## src/design/assert_macros.svh

```systemverilog
// Assertion macros used by the solver top.
// Depends on nothing; users supply clk and rst_n in scope.
`ifndef ASSERT_MACROS_SVH
`define ASSERT_MACROS_SVH
`ifndef NO_ASSERTIONS
`define CHECK_IMPLY(lbl, ante, cons) \
    lbl: assert property (@(posedge clk) disable iff (!rst_n) (ante) |-> (cons)) \
        else $error("check failed");
`define CHECK_NEXT(lbl, ante, cons) \
    lbl: assert property (@(posedge clk) disable iff (!rst_n) (ante) |=> (cons)) \
        else $error("check failed");
`else
`define CHECK_IMPLY(lbl, ante, cons)
`define CHECK_NEXT(lbl, ante, cons)
`endif
`endif

```

## src/design/fbps_pkg.sv

```systemverilog
// Package for the four-bar position solver: widths, latencies, codes, atan table.
// Used by every module of the block.
package fbps_pkg;

    localparam int CORDIC_STEPS = 16;
    localparam int TABLE_LEN    = 24;

    localparam int LEN_W     = 16;
    localparam int ANG_IN_W  = 17;
    localparam int TRANS_W   = 15;
    localparam int STATUS_W  = 2;
    localparam int CFG_IDX_W = 3;

    localparam int TURN_UNITS    = 46080;
    localparam int HALF_UNITS    = 23040;
    localparam int QUARTER_UNITS = 11520;
    localparam int ANG_FRAC      = 16;
    localparam int LEN_FRAC      = 8;
    localparam int QUARTER_Z     = 754974720;
    localparam logic [29:0] GAIN_Q30 = 30'd652032874;

    localparam int ROT_W      = 27;
    localparam int ROTZ_W     = 32;
    localparam int D_W        = 26;
    localparam int RAD_W      = 64;
    localparam int ROOT_W     = 32;
    localparam int VIN_W      = 33;
    localparam int VEC_W      = 35;
    localparam int ANG_W      = 33;
    localparam int NORM_STEPS = 5;
    localparam int NUM_W      = 54;
    localparam int DEN_W      = 53;
    localparam int DN_W       = 31;

    localparam int ISQ_LAT   = ROOT_W;
    localparam int ROT_LAT   = 2 + CORDIC_STEPS;
    localparam int VEC_LAT   = NORM_STEPS + 1 + CORDIC_STEPS;
    localparam int M_DLY     = 2 + ISQ_LAT;
    localparam int ACOS_LAT  = 1 + NORM_STEPS + 3 + ISQ_LAT + VEC_LAT;
    localparam int BETA_DLY  = 4 + ISQ_LAT + ACOS_LAT - VEC_LAT;
    localparam int FLAG_DLY  = 1 + ACOS_LAT;
    localparam int TOTAL_LAT = ROT_LAT + 5 + ISQ_LAT + ACOS_LAT + 1;

    localparam logic [STATUS_W-1:0] ST_OK      = 2'd0;
    localparam logic [STATUS_W-1:0] ST_FRAME   = 2'd1;
    localparam logic [STATUS_W-1:0] ST_UNREACH = 2'd2;
    localparam logic [STATUS_W-1:0] ST_DEGEN   = 2'd3;

    localparam logic [CFG_IDX_W-1:0] CFG_CRANK   = 3'd0;
    localparam logic [CFG_IDX_W-1:0] CFG_COUPLER = 3'd1;
    localparam logic [CFG_IDX_W-1:0] CFG_ROCKER  = 3'd2;
    localparam logic [CFG_IDX_W-1:0] CFG_FRAME   = 3'd3;
    localparam logic [CFG_IDX_W-1:0] CFG_TOL     = 3'd4;

    // atan(2^-i) in 2^-23 degree
    localparam logic signed [31:0] ATAN_TABLE [TABLE_LEN] = '{
        32'sd377487360, 32'sd222843801, 32'sd117744544, 32'sd59768969,
        32'sd30000467, 32'sd15014858, 32'sd7509261, 32'sd3754860,
        32'sd1877459, 32'sd938733, 32'sd469367, 32'sd234683,
        32'sd117342, 32'sd58671, 32'sd29335, 32'sd14668,
        32'sd7334, 32'sd3667, 32'sd1833, 32'sd917,
        32'sd458, 32'sd229, 32'sd115, 32'sd57
    };

endpackage

```

## src/design/fbps_isqrt.sv

```systemverilog
// Pipelined floor integer square root, one root bit per stage.
// Depends on fbps_pkg.
module fbps_isqrt import fbps_pkg::*;
(
    input  logic              clk,
    input  logic              en,
    input  logic [RAD_W-1:0]  n,
    output logic [ROOT_W-1:0] q
);

    logic [RAD_W-1:0]  rad_reg  [ISQ_LAT];
    logic [ROOT_W-1:0] root_reg [ISQ_LAT];
    logic [33:0]       rem_reg  [ISQ_LAT];

    for (genvar i = 0; i < ISQ_LAT; i++) begin : g_stage
        logic [RAD_W-1:0]  nin;
        logic [ROOT_W-1:0] qin;
        logic [33:0]       rin;
        logic [35:0]       rt;
        logic [35:0]       tt;
        if (i == 0) begin : g_first
            assign nin = n;
            assign qin = '0;
            assign rin = '0;
        end
        else begin : g_rest
            assign nin = rad_reg[i-1];
            assign qin = root_reg[i-1];
            assign rin = rem_reg[i-1];
        end
        assign rt = {rin, nin[RAD_W-1:RAD_W-2]};
        assign tt = {2'b00, qin, 2'b01};
        always_ff @(posedge clk)
        begin
            if (en)
            begin
                rad_reg[i] <= {nin[RAD_W-3:0], 2'b00};
                if (rt >= tt)
                begin
                    rem_reg[i]  <= 34'(rt - tt);
                    root_reg[i] <= {qin[ROOT_W-2:0], 1'b1};
                end
                else
                begin
                    rem_reg[i]  <= rt[33:0];
                    root_reg[i] <= {qin[ROOT_W-2:0], 1'b0};
                end
            end
        end
    end

    assign q = root_reg[ISQ_LAT-1];

endmodule

```

## config.mk

```make
export PLATFORM = sky130hd
export DESIGN_NAME = fbps_isqrt
export DESIGN_NICKNAME = d
export VERILOG_FILES = /design/src/design/assert_macros.svh /design/src/design/fbps_pkg.sv /design/src/design/fbps_isqrt.sv
export SDC_FILE = /design/constraint.sdc
export NUM_CORES = 2
export LEC_CHECK = 0
export ABC_CLOCK_PERIOD_IN_PS = 3350
export BUFFER_PORTS_ARGS = -buffer_cell sky130_fd_sc_hd__buf_2
export CAP_MARGIN = 20
export CORE_MARGIN = 2
export CORE_UTILIZATION = 50
export DETAILED_ROUTE_END_ITERATION = 6
export PLACE_DENSITY = 0.78
export SLEW_MARGIN = 20
export SYNTH_ARGS = -nofsm -noshare
export SYNTH_HDL_FRONTEND = slang
export SYNTH_MEMORY_MAX_BITS = 65536
export SYNTH_SLANG_ARGS = --single-unit
```

## constraint.sdc

```tcl
create_clock -name clk -period 3.35 [get_ports clk]
set_clock_uncertainty 0.1 [all_clocks]
set_input_delay 0 -clock clk [delete_from_list [all_inputs] [get_ports clk]]
set_output_delay 0 -clock clk [all_outputs]
set_load 0.005 [all_outputs]
```

# Word level (Yosys, flattened, before mapping)
# Memory sizes are Yosys's and may differ from the RTL's.
# Index checks and enable logic that the tools add are counted.
dict set report word_totals {
  regBits 0
  latchBits 0
  mem_bits_rw 4096
  romBits 0
  out_inout_bits 32
  mem_count 3
}
# name words word_bits read_ports rd_clocked_by_memory_dff write_ports line
set mem_list {}
lappend mem_list {rad_reg 32 62 31 0 32 fbps_isqrt.sv:11} ;# logic [RAD_W-1:0] rad_reg [ISQ_LAT];
lappend mem_list {rem_reg 32 34 31 0 32 fbps_isqrt.sv:13} ;# logic [33:0] rem_reg [ISQ_LAT];
lappend mem_list {root_reg 32 32 32 0 32 fbps_isqrt.sv:12} ;# logic [ROOT_W-1:0] root_reg [ISQ_LAT];
dict set report classes {
  addsub 32
  multipliers 0
  div_mod_pow 0
  order_cmp 32
  eq_ne 0
  shift 0
  mux 258
  n_bitwise 64
  n_reduce_logical 0
}
# cell n
set ops {}
lappend ops {{$ge 36x34->1} 31}
lappend ops {{$mux 34} 32}
lappend ops {{$sub 34x34->34} 31}
lappend ops {{$mux 32} 32}
lappend ops {{$mux 1} 194}
lappend ops {{$or 1x1->1} 64}
lappend ops {{$sub 2x1->3 const B} 1}
lappend ops {{$ge 2x1->1 const B} 1}

# Longest topological paths before layout
# An unclocked memory read counts as a cell.
dict set report depth {
  depth_word 6
  ltp_mapped 14
  depth_no_buf 13
}

# Least setup slack after synthesis
# Ideal clock, no wire load.
dict set report synth_path {
  kind {input-to-reg}
  startpoint {input port en}
  endpoint {memory rem_reg[26][0] (netlist: rem_reg[1][340]), enable pin}
  setup_ns 0.440
  arrival_time_ns 2.938
  required_ns 2.810
  slack_ns -0.128
  path_stages 6
  n_path_buf 6
  cell_sequence {clkbuf_1 > clkbuf_1 > clkbuf_1 > clkbuf_1 > clkbuf_1 > clkbuf_1}
}
# element line
set synth_lines {}
lappend synth_lines {{start: declaration} fbps_isqrt.sv:6} ;# input logic en,
lappend synth_lines {{end: declaration} fbps_isqrt.sv:13}

==> flow_summary.ini <==
[outcome]
outcome = complete, but fails checks
violations = setup timing

[synth]
syn_area_um2 = 117000
synth_top_cells_by_area = edfxtp_1, ha_1, xnor2_1, xor2_1, inv_1
synth_top_flop_cell = edfxtp_1
yosys.area.top_type = edfxtp_1
ys_ff_latch = 2523
synth.top_cells.by_count = edfxtp_1, inv_1, nand2_1
synthCells = 9056
yosys_warnings = 0
ys_types = 104
ys_seq_area_frac = 0.646
synth_enable_flop_cells = 2522
syn_area_per_cell_um2 = 12.9
async_reset_ff_frac = 0
yosysMostFrequentCell = edfxtp_1
synth_top_area_share = 0.646
syn-num-nets = 9685

[setup_path]
critPathLaunchType = register
end_kind = register
worstSetupPathType = reg -> reg
cp_max_fo = 5
critPathRequiredTime_ns = 3.90
cp_data_arrival_time_ns = 4.04

[power]
p_sw_frac = 0.288
seqPwrFrac = 0.455
power.internal_uw = 67300
ir_drop_uv = 555
p_leak_uw = 0.0540
power.clock.fraction = 0.307
combPwrFrac = 0.238
p_sw_uw = 27200
power.density_nw_per_um2 = 677

[worst_hold_path]
min_path_type = in -> reg

[global_routing]
grt_pass1_vias = 73847
antenna_found_initial = 4
grt_usage = 0.210
grt_max_degree = 171
overflow = 0
grt_pass1_wl_um = 397000

[final_layout]
postLayoutCellArea_um2 = 140000
seq_area_um2 = 75800
largest_register_ffs = 1003
multi_input_area_um2 = 40600
fin_cells = 13492
nets = 10796
syn_to_final_growth_pct = 19.2
fin_util = 0.601
drive_above_1_share = 0.176
fillers = 17670

[placed_design]
routabilityCongestion = 0.907
io_buffers = 97
placed_cell_area_um2 = 126000
dp_cells = 12773
hpwl_um = 181000

[die]
initial_core_util = 0.504
row_count = 177
fp.dieW_um = 488
dieArea_um2 = 238000
io_pins = 98
core-area_um2 = 233000
die_h_um = 488

[cts]
cts_tree = yes
cts_buffers = 281
cts.sink_count = 2523
root_buffer = clkbuf_16
h-tree-depth = 5
clk_latency_ns = 0.92
cts.reportedPaths.clkPinSlew_ns = 0.06
clk_path_buf_depth = 4

[drt]
num_vias = 74169
drc = 0
vias_per_cell = 5.50
drtIter0Drc = 5273
dr.pass1.iters = 6
drt-total-wl_um = 258000
ant_nets = 0
avgRoutedWirePerCell_um = 19.1

[timing]
fmax_mhz = 286
setup_ws_ns = -0.144
hold_violations = 0
fin_tns_setup_ns = -5.04
maxSlewViolCount = 0
finalHoldWorstSlack_ns = 0.164
worst_pin_slew_ns = 1.15
setup_viol = 74
finalCritPeriodShare = 1.04
maxSlewHeadroom = 0.214
rsz0062_at_grt = true
finalCriticalPeriod_ns = 3.49

[flow_run]
cap_violations = 0
[metal layers]
layer  GRT usage  wire (um)  up-vias
li1            -          -    35610
met2       0.378     133000     1898
met1       0.259     105000    36063
met3      0.0259      10900      596
met4      0.0706       8880        2
met5           0          8        -
[area by class of cell]
class | instances | area share
Timing Repair Buffer | 1012 | 0.0588
Clock buffer | 336 | 0.0525
Inverter | 729 | 0.0197
Tap cell | 3132 | 0.0280
Multi-Input combinational cell | 5619 | 0.290
Sequential cell | 2523 | 0.542
Antenna cell | 1 | 0.0000179
Clock inverter | 139 | 0.00872
Timing Repair inverter | 1 | 0.0000448
[worst paths after layout]
kind / startpoint / end / slack (ns) / cells past startpoint
worst min-delay path: en / root_reg[0][384] / 0.16 / 3
worst max register to register: rem_reg[0][225] / rem_reg[0][248] / -0.14 / 10
worst max-delay path: rem_reg[0][225] / rem_reg[0][248] / -0.14 / 10
worst min register to register: rad_reg[0][732] / rad_reg[0][796] / 0.28 / 0
[stage by stage]
step / power [uW] / setup slack [ns]
2_1_floorplan: 56500 / 0.00787
3_3_place_gp: 63900 / -0.233
3_5_place_dp: 64400 / -0.271
4_1_cts: 93900 / -0.104
5_1_grt: 99100 / -0.264
6_report: 94600 / -0.144
[power groups by stage]
stage	sequential [uW]	combinational (uW)	clock [uW]
3_5_place_dp	43600	20800	0
5_1_grt	43400	24800	30900
6_report	43000	22500	29000
4_1_cts	43000	21300	29600
3_3_place_gp	43500	20400	0
2_1_floorplan	42200	14300	0
[timing repair]
item,in CTS,in global routing
hold endpoints to repair,682,0
gates cloned,1,10
pin swaps,21,136
hold buffers,132,0
setup buffers,11,89
resized for setup,111,472
setup endpoints to repair,279,644
[logic make-up (layout without fill, tap and decap cells)]
logic type,after synthesis,after routing,share of synthesized area
compound gates,1790,1791,0.0941
xor+xnor,817,817,0.0610
fa+ha+maj,563,563,0.0601
buf+inv,917,2217,0.0297
flops,2523,2523,0.646
mux,72,72,0.00679
other cells,0,1,0
simple gates,2374,2376,0.102
[layout by cell type, fill, tap and decap left out, types with 43 or more instances in the layout]
cell           count
o21bai_1          55
o21ai_1           51
o21a_1           112
edfxtp_1        2522
mux2_2            59
nand4_1           99
clkbuf_1          50
clkbuf_16        291
xnor2_1          403
and2_1            43
or3_1             80
nor2b_1           69
or2_2             44
ha_1             538
clkinv_1          50
a21o_1           240
nand2_1          630
buf_2             97
nor3_1           180
a21oi_1          498
dlygate4sd3_1    132
o21ai_0          450
xor2_1           406
nand3_1          149
nand2b_1         119
nor2_1           472
inv_1            719
nor4_1            76
buf_4            729
[worst max-delay path: stages, from the launching register on]
cell      delay [ns]
edfxtp_1        0.38
or4_4           0.54
or4_4           0.43
or3_4           0.35
or3_4           0.36
nor3_4          0.26
o211a_4         0.25
nand3_4         0.15
buf_4           0.18
nand3_1         0.11
xnor2_1         0.10
Note: power is estimated with default switching activity, not from simulation.
