**config.mk**
```make
export PLATFORM = sky130hd
export DESIGN_NAME = fbps_rot_cordic
export DESIGN_NICKNAME = d
export VERILOG_FILES = /design/src/design/assert_macros.svh /design/src/design/fbps_pkg.sv /design/src/design/fbps_rot_cordic.sv
export SDC_FILE = /design/constraint.sdc
export NUM_CORES = 2
export LEC_CHECK = 0
export ABC_CLOCK_PERIOD_IN_PS = 7600
export BUFFER_PORTS_ARGS = -buffer_cell sky130_fd_sc_hd__buf_2
export CAP_MARGIN = 20
export CORE_MARGIN = 1.5
export CORE_UTILIZATION = 30
export DETAILED_ROUTE_END_ITERATION = 12
export SKIP_LAST_GASP = 1
export SLEW_MARGIN = 20
export SYNTH_ARGS = -nofsm -noshare
export SYNTH_HDL_FRONTEND = slang
export SYNTH_SLANG_ARGS = --single-unit
```
**constraint.sdc**
```tcl
create_clock -name clk -period 7.6 [get_ports clk]
set_input_delay 1.14 -clock clk [delete_from_list [all_inputs] [get_ports clk]]
set_output_delay 1.14 -clock clk [all_outputs]
set_load 0.01 [all_outputs]
```
**src/design/assert_macros.svh**
```systemverilog
// Assertion macros used by the solver top.
// Depends on nothing; users supply clk and rst_n in scope.
`ifndef ASSERT_MACROS_SVH
`define ASSERT_MACROS_SVH
`ifndef NO_ASSERTIONS
`define CHECK_IMPLY(lbl, ante, cons) \
    lbl: assert property (@(posedge clk) disable iff (!rst_n) (ante) |-> (cons)) \
        else $error("check failed");
`define CHECK_NEXT(lbl, ante, cons) \
    lbl: assert property (@(posedge clk) disable iff (!rst_n) (ante) |=> (cons)) \
        else $error("check failed");
`else
`define CHECK_IMPLY(lbl, ante, cons)
`define CHECK_NEXT(lbl, ante, cons)
`endif
`endif

```
**src/design/fbps_pkg.sv**
```systemverilog
// Package for the four-bar position solver: widths, latencies, codes, atan table.
// Used by every module of the block.
package fbps_pkg;

    localparam int CORDIC_STEPS = 16;
    localparam int TABLE_LEN    = 24;

    localparam int LEN_W     = 16;
    localparam int ANG_IN_W  = 17;
    localparam int TRANS_W   = 15;
    localparam int STATUS_W  = 2;
    localparam int CFG_IDX_W = 3;

    localparam int TURN_UNITS    = 46080;
    localparam int HALF_UNITS    = 23040;
    localparam int QUARTER_UNITS = 11520;
    localparam int ANG_FRAC      = 16;
    localparam int LEN_FRAC      = 8;
    localparam int QUARTER_Z     = 754974720;
    localparam logic [29:0] GAIN_Q30 = 30'd652032874;

    localparam int ROT_W      = 27;
    localparam int ROTZ_W     = 32;
    localparam int D_W        = 26;
    localparam int RAD_W      = 64;
    localparam int ROOT_W     = 32;
    localparam int VIN_W      = 33;
    localparam int VEC_W      = 35;
    localparam int ANG_W      = 33;
    localparam int NORM_STEPS = 5;
    localparam int NUM_W      = 54;
    localparam int DEN_W      = 53;
    localparam int DN_W       = 31;

    localparam int ISQ_LAT   = ROOT_W;
    localparam int ROT_LAT   = 2 + CORDIC_STEPS;
    localparam int VEC_LAT   = NORM_STEPS + 1 + CORDIC_STEPS;
    localparam int M_DLY     = 2 + ISQ_LAT;
    localparam int ACOS_LAT  = 1 + NORM_STEPS + 3 + ISQ_LAT + VEC_LAT;
    localparam int BETA_DLY  = 4 + ISQ_LAT + ACOS_LAT - VEC_LAT;
    localparam int FLAG_DLY  = 1 + ACOS_LAT;
    localparam int TOTAL_LAT = ROT_LAT + 5 + ISQ_LAT + ACOS_LAT + 1;

    localparam logic [STATUS_W-1:0] ST_OK      = 2'd0;
    localparam logic [STATUS_W-1:0] ST_FRAME   = 2'd1;
    localparam logic [STATUS_W-1:0] ST_UNREACH = 2'd2;
    localparam logic [STATUS_W-1:0] ST_DEGEN   = 2'd3;

    localparam logic [CFG_IDX_W-1:0] CFG_CRANK   = 3'd0;
    localparam logic [CFG_IDX_W-1:0] CFG_COUPLER = 3'd1;
    localparam logic [CFG_IDX_W-1:0] CFG_ROCKER  = 3'd2;
    localparam logic [CFG_IDX_W-1:0] CFG_FRAME   = 3'd3;
    localparam logic [CFG_IDX_W-1:0] CFG_TOL     = 3'd4;

    // atan(2^-i) in 2^-23 degree
    localparam logic signed [31:0] ATAN_TABLE [TABLE_LEN] = '{
        32'sd377487360, 32'sd222843801, 32'sd117744544, 32'sd59768969,
        32'sd30000467, 32'sd15014858, 32'sd7509261, 32'sd3754860,
        32'sd1877459, 32'sd938733, 32'sd469367, 32'sd234683,
        32'sd117342, 32'sd58671, 32'sd29335, 32'sd14668,
        32'sd7334, 32'sd3667, 32'sd1833, 32'sd917,
        32'sd458, 32'sd229, 32'sd115, 32'sd57
    };

endpackage

```
**src/design/fbps_rot_cordic.sv**
```systemverilog
// Crank pin placement: angle reduction, quadrant fold, gain prescale, rotation CORDIC.
// Depends on fbps_pkg.
module fbps_rot_cordic import fbps_pkg::*;
(
    input  logic                       clk,
    input  logic                       en,
    input  logic signed [ANG_IN_W-1:0] crank_angle,
    input  logic        [LEN_W-1:0]    crank_length,
    output logic signed [ROT_W-1:0]    x,
    output logic signed [ROT_W-1:0]    y
);

    logic signed [ANG_IN_W:0] a;
    logic signed [ANG_IN_W:0] r_reg;
    logic [53:0]              p;
    logic [53:0]              p_reg;

    assign a = (ANG_IN_W+1)'(crank_angle);
    assign p = {crank_length, 8'h00} * GAIN_Q30;

    always_ff @(posedge clk)
    begin
        if (en)
        begin
            p_reg <= p;
            if (a > HALF_UNITS)
                r_reg <= a - (ANG_IN_W+1)'(TURN_UNITS);
            else if (a <= -HALF_UNITS)
                r_reg <= a + (ANG_IN_W+1)'(TURN_UNITS);
            else
                r_reg <= a;
        end
    end

    logic signed [ROT_W-1:0]  xv_reg [CORDIC_STEPS+1];
    logic signed [ROT_W-1:0]  yv_reg [CORDIC_STEPS+1];
    logic signed [ROTZ_W-1:0] zv_reg [CORDIC_STEPS+1];
    logic [53:0]              pr;
    logic signed [ROT_W-1:0]  x0;

    assign pr = p_reg + 54'(1 << 29);
    assign x0 = $signed({3'b000, pr[53:30]});

    always_ff @(posedge clk)
    begin
        if (en)
        begin
            yv_reg[0] <= '0;
            if (r_reg > QUARTER_UNITS)
            begin
                xv_reg[0] <= -x0;
                zv_reg[0] <= ROTZ_W'(r_reg - (ANG_IN_W+1)'(HALF_UNITS)) <<< ANG_FRAC;
            end
            else if (r_reg < -QUARTER_UNITS)
            begin
                xv_reg[0] <= -x0;
                zv_reg[0] <= ROTZ_W'(r_reg + (ANG_IN_W+1)'(HALF_UNITS)) <<< ANG_FRAC;
            end
            else
            begin
                xv_reg[0] <= x0;
                zv_reg[0] <= ROTZ_W'(r_reg) <<< ANG_FRAC;
            end
        end
    end

    for (genvar i = 0; i < CORDIC_STEPS; i++) begin : g_step
        logic signed [ROT_W-1:0]  xs;
        logic signed [ROT_W-1:0]  ys;
        logic signed [ROTZ_W-1:0] at;
        assign xs = xv_reg[i] >>> i;
        assign ys = yv_reg[i] >>> i;
        assign at = ROTZ_W'(ATAN_TABLE[i]);
        always_ff @(posedge clk)
        begin
            if (en)
            begin
                if (zv_reg[i] >= 0)
                begin
                    xv_reg[i+1] <= xv_reg[i] - ys;
                    yv_reg[i+1] <= yv_reg[i] + xs;
                    zv_reg[i+1] <= zv_reg[i] - at;
                end
                else
                begin
                    xv_reg[i+1] <= xv_reg[i] + ys;
                    yv_reg[i+1] <= yv_reg[i] - xs;
                    zv_reg[i+1] <= zv_reg[i] + at;
                end
            end
        end
    end

    assign x = xv_reg[CORDIC_STEPS];
    assign y = yv_reg[CORDIC_STEPS];

endmodule

```
Word-level counts from Yosys, hierarchy flattened --
Memory sizes are Yosys's and may differ from the RTL's. Cells that the tools add are included. Widths: inputs -> output; s select.
Storage, ports and cells: bits in registers 63, bits in writable memories 1462, input port bits 35, output and inout port bits 54, logic and storage cells 342, memories kept 3
Cells by class: $add $sub $neg 101, multipliers 1, order comparisons 20, multiplexer cells 163, bitwise gates (word level) 52
Memory list:
- zv_reg | words 17, bits a word 32, read ports 16, clocked after Yosys merged registers in 0, write ports 17, line fbps_rot_cordic.sv:37 | logic signed [ROTZ_W-1:0] zv_reg [CORDIC_STEPS+1];
- xv_reg | words 17, bits a word 27, read ports 17, clocked after Yosys merged registers in 0, write ports 17, line fbps_rot_cordic.sv:35 | logic signed [ROT_W-1:0] xv_reg [CORDIC_STEPS+1];
- yv_reg | words 17, bits a word 27, read ports 17, clocked after Yosys merged registers in 0, write ports 17, line fbps_rot_cordic.sv:36 | logic signed [ROT_W-1:0] yv_reg [CORDIC_STEPS+1];
Operators with widths (count):
- $mux 27 | 34
- $mux 32 | 18
- $ge 32x1->1 const B | 16
- $mux 1 | 109
- $add 27x12->27 | 2
- $add 27x13->27 | 2
- $add 27x14->27 | 2
- $add 27x15->27 | 2
- $add 27x16->27 | 2
- $add 27x17->27 | 2
- $add 27x18->27 | 2
- $add 27x19->27 | 2
- $add 27x20->27 | 2
- $add 27x21->27 | 2
- $add 27x22->27 | 2
- $add 27x23->27 | 2
- $add 27x24->27 | 2
- $add 27x25->27 | 2
- $add 27x26->27 | 2
- $add 54x30->54 const B | 1
- $sub 27x12->27 | 2
- $sub 27x13->27 | 2
- $sub 27x14->27 | 2
- $sub 27x15->27 | 2
- other kinds (57) | 121

Logic depth before layout (Yosys ltp) --
depth in word-level cells 7, depth in mapped cells 25, mapped depth without buffers 25

Least setup slack after synthesis --
No wires, ideal clock.
path kind in2reg, start in crank_length[4], end reg p_reg[53], data pin, library setup time 0.257 ns, arrival 6.813 ns, required time 7.343 ns, slack 0.529 ns, stages 22, path buffers 0, cell sequence ha_1 > inv_1 > fa_1 > inv_1 > fa_1 > fa_1 > fa_1 > inv_1 > fa_1 > inv_1 > ha_1 > a21o_1 > a21o_1 > a221o_1 > a221o_1 > or3b_1 > a22o_1 > a31o_1 > o21a_1 > o21a_1 > nor2_2 > xnor2_1
On the way: longest elaborated chain between the ends 1
Ends and longest elaborated chain:
- from (decl) | line fbps_rot_cordic.sv:8 | input logic [LEN_W-1:0] crank_length,
- $mul 16x29->45 | line fbps_rot_cordic.sv:19 | assign p = {crank_length, 8'h00} * GAIN_Q30;
- named net p[53] | line fbps_rot_cordic.sv:15 | logic [53:0] p;
- to (signal assigned) | line fbps_rot_cordic.sv:25 | p_reg <= p;
- to (decl) | line fbps_rot_cordic.sv:16 | logic [53:0] p_reg;
The timed path passes the listed nets, and every way through them passes these cells. A chain may end at the register's enable or synchronous reset.

Worst setup path after layout --
start in crank_length[10], end reg p_reg[53], data pin
The elaborated chain is that of the path after synthesis.

==> impl_metrics.csv <==
group,metric,value,unit
place,gp_congestion,0.899,
sta,finalMaxSlewViolations,0,
sta,hold_viol,0,
drt,post_drt_via_cell_ratio,4.94,
global_routing,grt_pass1_wl,427000,microns
yosys,synth-main-ff-cell,"edfxtp_1",
place,place_hpwl,215000,microns
sta,fin_skew,0.0507,ns
die,pin_count,89,
critical_path,path_cells,"buf_2 > fa_1 > ha_1 > inv_1 > fa_1 > inv_1 > fa_1 > fa_1 > inv_1 > fa_1 > inv_1 > ha_1 > a21o_1 > a21o_1 > a221o_1 > a221o_1 > or3b_1 > a22o_1 > a31o_1 > o21a_1 > o21a_1 > nor2_2 > xnor2_1",
drt,routed_wl,267000,microns
finish,largest_register_ffs,458,
critical_path,slowest_stage,"fa_1",
yosys,synth_edf_count,1354,
outcome,status,"completed",
clock_network,cts_post_setup_buffers_inserted,0,
clock_network,cts_max_path_buffers,4,
sta,worst_pin_slew,1.09,ns
critical_path,critPathLaunchType,"input pin",
global_routing,grt_util_met2,25.1,%
global_routing,grt_most_used_layer,"met2",
hold_path,hold_class,"flop to flop",
global_routing,grt_max_degree,178,
global_routing,grt.met1_usage,15.1,%
yosys,ys.warnings.count,0,
finish,syn_to_final_growth,10.6,%
clock_network,cts-root-buf,"clkbuf_16",
finish,layout.nets,13600,
drt,vias,84600,
sta,rsz0062_at_grt,"false",
critical_path,cp_slowest_stage_delay,0.55,ns
die,start_util,30.1,%
yosys,syn_area_per_cell,9.87,sq um
die,die_w,625,microns
flow_run,max_cap_viol_count,0,
critical_path,crit_arrival,7.25,ns
finish,final_cell_mix,"1390 x ha_1, 1354 x edfxtp_1, 1086 x xnor2_1",
global_routing,antenna_found_initial,1,
finish,utilization,33.3,%
yosys,syn_inst,11700,
sta,fmax,150,MHz
critical_path,worst_ep_required_time,8.18,ns
drt,post-route-drc-count,0,
sta,setup-tns-final,0,ns
finish,drive_above_1_share,4.55,%
drt,ant_nets,0,
yosys,async_reset_ff_share,0,%
clock_network,postCtsHoldBufs,0,
clock_network,clk_pin_slew_worst_paths,0.06,ns
sta,fin_crit,6.67,ns
sta,period_share,87.8,%
critical_path,setup.worst_path.class,"input pin to flop",
global_routing,grt.total_usage,13.2,%
clock_network,cts_resized,0,
clock_network,numCtsBuffers,167,
critical_path,cp_common_cell,"fa_1",
clock_network,cts_sinks,1354,
clock_network,clk_latency,0.85,ns
die,core_area,385000,sq um
die,std_cell_rows,228,
global_routing,use_met3,1.45,%
yosys,yosysUniqueCellTypes,96,
critical_path,critPathBufInv,5,
clock_network,cts_tree,"yes",
yosys,ys_seq_elements,1354,
sta,maxSlewHeadroom,27.4,%
drt,wl_per_cell,15.6,microns
critical_path,end_kind,"flop",
yosys,syn_area,116000,sq um
critical_path,cp_max_fo,6,
die,die_h,625,microns
yosys,synth_seq_area_share,35.1,%
sta,setup_viol_count_final,0,
global_routing,grt_pass1_vias,82500,
die,die-area,390000,sq um
place,port_buffers,88,
clock_network,cts_max_level,4,
drt,drtIter0Drc,3725,
finish,layout_commonest_cell,"ha_1",
global_routing,grt_remaining_overflow,0,
yosys,syn_nets,13400,
drt,firstDrtPassIters,6,
critical_path,crit_family,"adder cells",
## final timing paths
check | startpoint | end | slack [ns] | cells after the start
worst max-delay path | crank_length[10] | p_reg[53] | 0.93 | 23
worst min-delay path | zv_reg[0][20] | zv_reg[1][20] | 0.41 | 0
worst max register to register | zv_reg[4][2] | xv_reg[5][26] | 1.99 | 19
worst min register to register | zv_reg[0][20] | zv_reg[1][20] | 0.41 | 0
## per-layer routing
layer | up-vias | part of all wire [%]
li1 | 43700 | -
met1 | 39100 | 42
met2 | 1248 | 51
met3 | 459 | 2.8
met4 | 0 | 3.6
met5 | - | 0
## final cells by class
class,instances,area [sq um]
clock buffer,198,4340
tap,5060,6330
inverter,735,2760
clock inverter,90,831
sequential,1354,40700
antenna,2,5.00
fill,39100,257000
timing repair buffer,210,1400
multi-input combinational,9477,71900
## cell usage after synthesis (22+ instances only)
library cell,n,share of area (%)
clkbuf_1,144,0.47
and2_1,57,0.31
xor2_1,549,4.1
o21ai_1,139,0.60
nor2b_1,154,0.83
o31ai_1,131,0.85
o21ai_0,459,2.0
a211o_1,25,0.19
nor4_1,111,0.60
mux2i_1,56,0.48
nor3_1,286,1.2
edfxtp_1,1354,35
nand3_1,208,0.90
ha_1,1390,15
and4_1,25,0.19
buf_1,27,0.087
inv_1,729,2.4
nand4_1,91,0.49
nor2_1,846,2.7
fa_1,214,3.7
a21boi_1,29,0.19
or2_2,36,0.19
o21a_1,153,0.99
mux2_2,22,0.21
nand2_1,556,1.8
or4_1,38,0.25
a21o_1,545,3.5
o21bai_1,150,0.97
o41ai_1,39,0.29
and3_1,98,0.53
a41oi_1,22,0.17
a21oi_1,1085,4.7
o211ai_1,40,0.26
a2111oi_0,22,0.17
a211oi_1,80,0.52
a31oi_1,136,0.73
a21boi_0,22,0.14
xnor2_1,1086,8.2
or3_1,73,0.39
nand2b_1,191,1.0
a31o_2,22,0.17
## logic make-up (layout without fill, tap and decap cells)
logic type,Yosys count,count (layout),share of synthesized area [%]
mux,79,79,0.707
buf+inv,913,1233,2.96
xor+xnor,1635,1635,12.3
simple gates,2838,2838,12.0
other cells,0,2,0
flops,1354,1354,35.1
compound gates,3321,3321,18.3
fa+ha+maj,1604,1604,18.7
## metrics by stage
stage               hold slack [ns]  setup slack, ns  std cells  cell area [sq um]
CTS                           0.410            0.985      17100             128000
finish                        0.415            0.926      17100             128000
floorplan                     0.400            0.529      11700             116000
global route                  0.431            0.684      17100             128000
global placement              0.403            0.120      16800             123000
detailed placement            0.408           0.0745      16800             123000
Power is left out: the tool's default activity adds up to more than one toggle a clock period on the data nets, which glitch-free logic cannot reach.
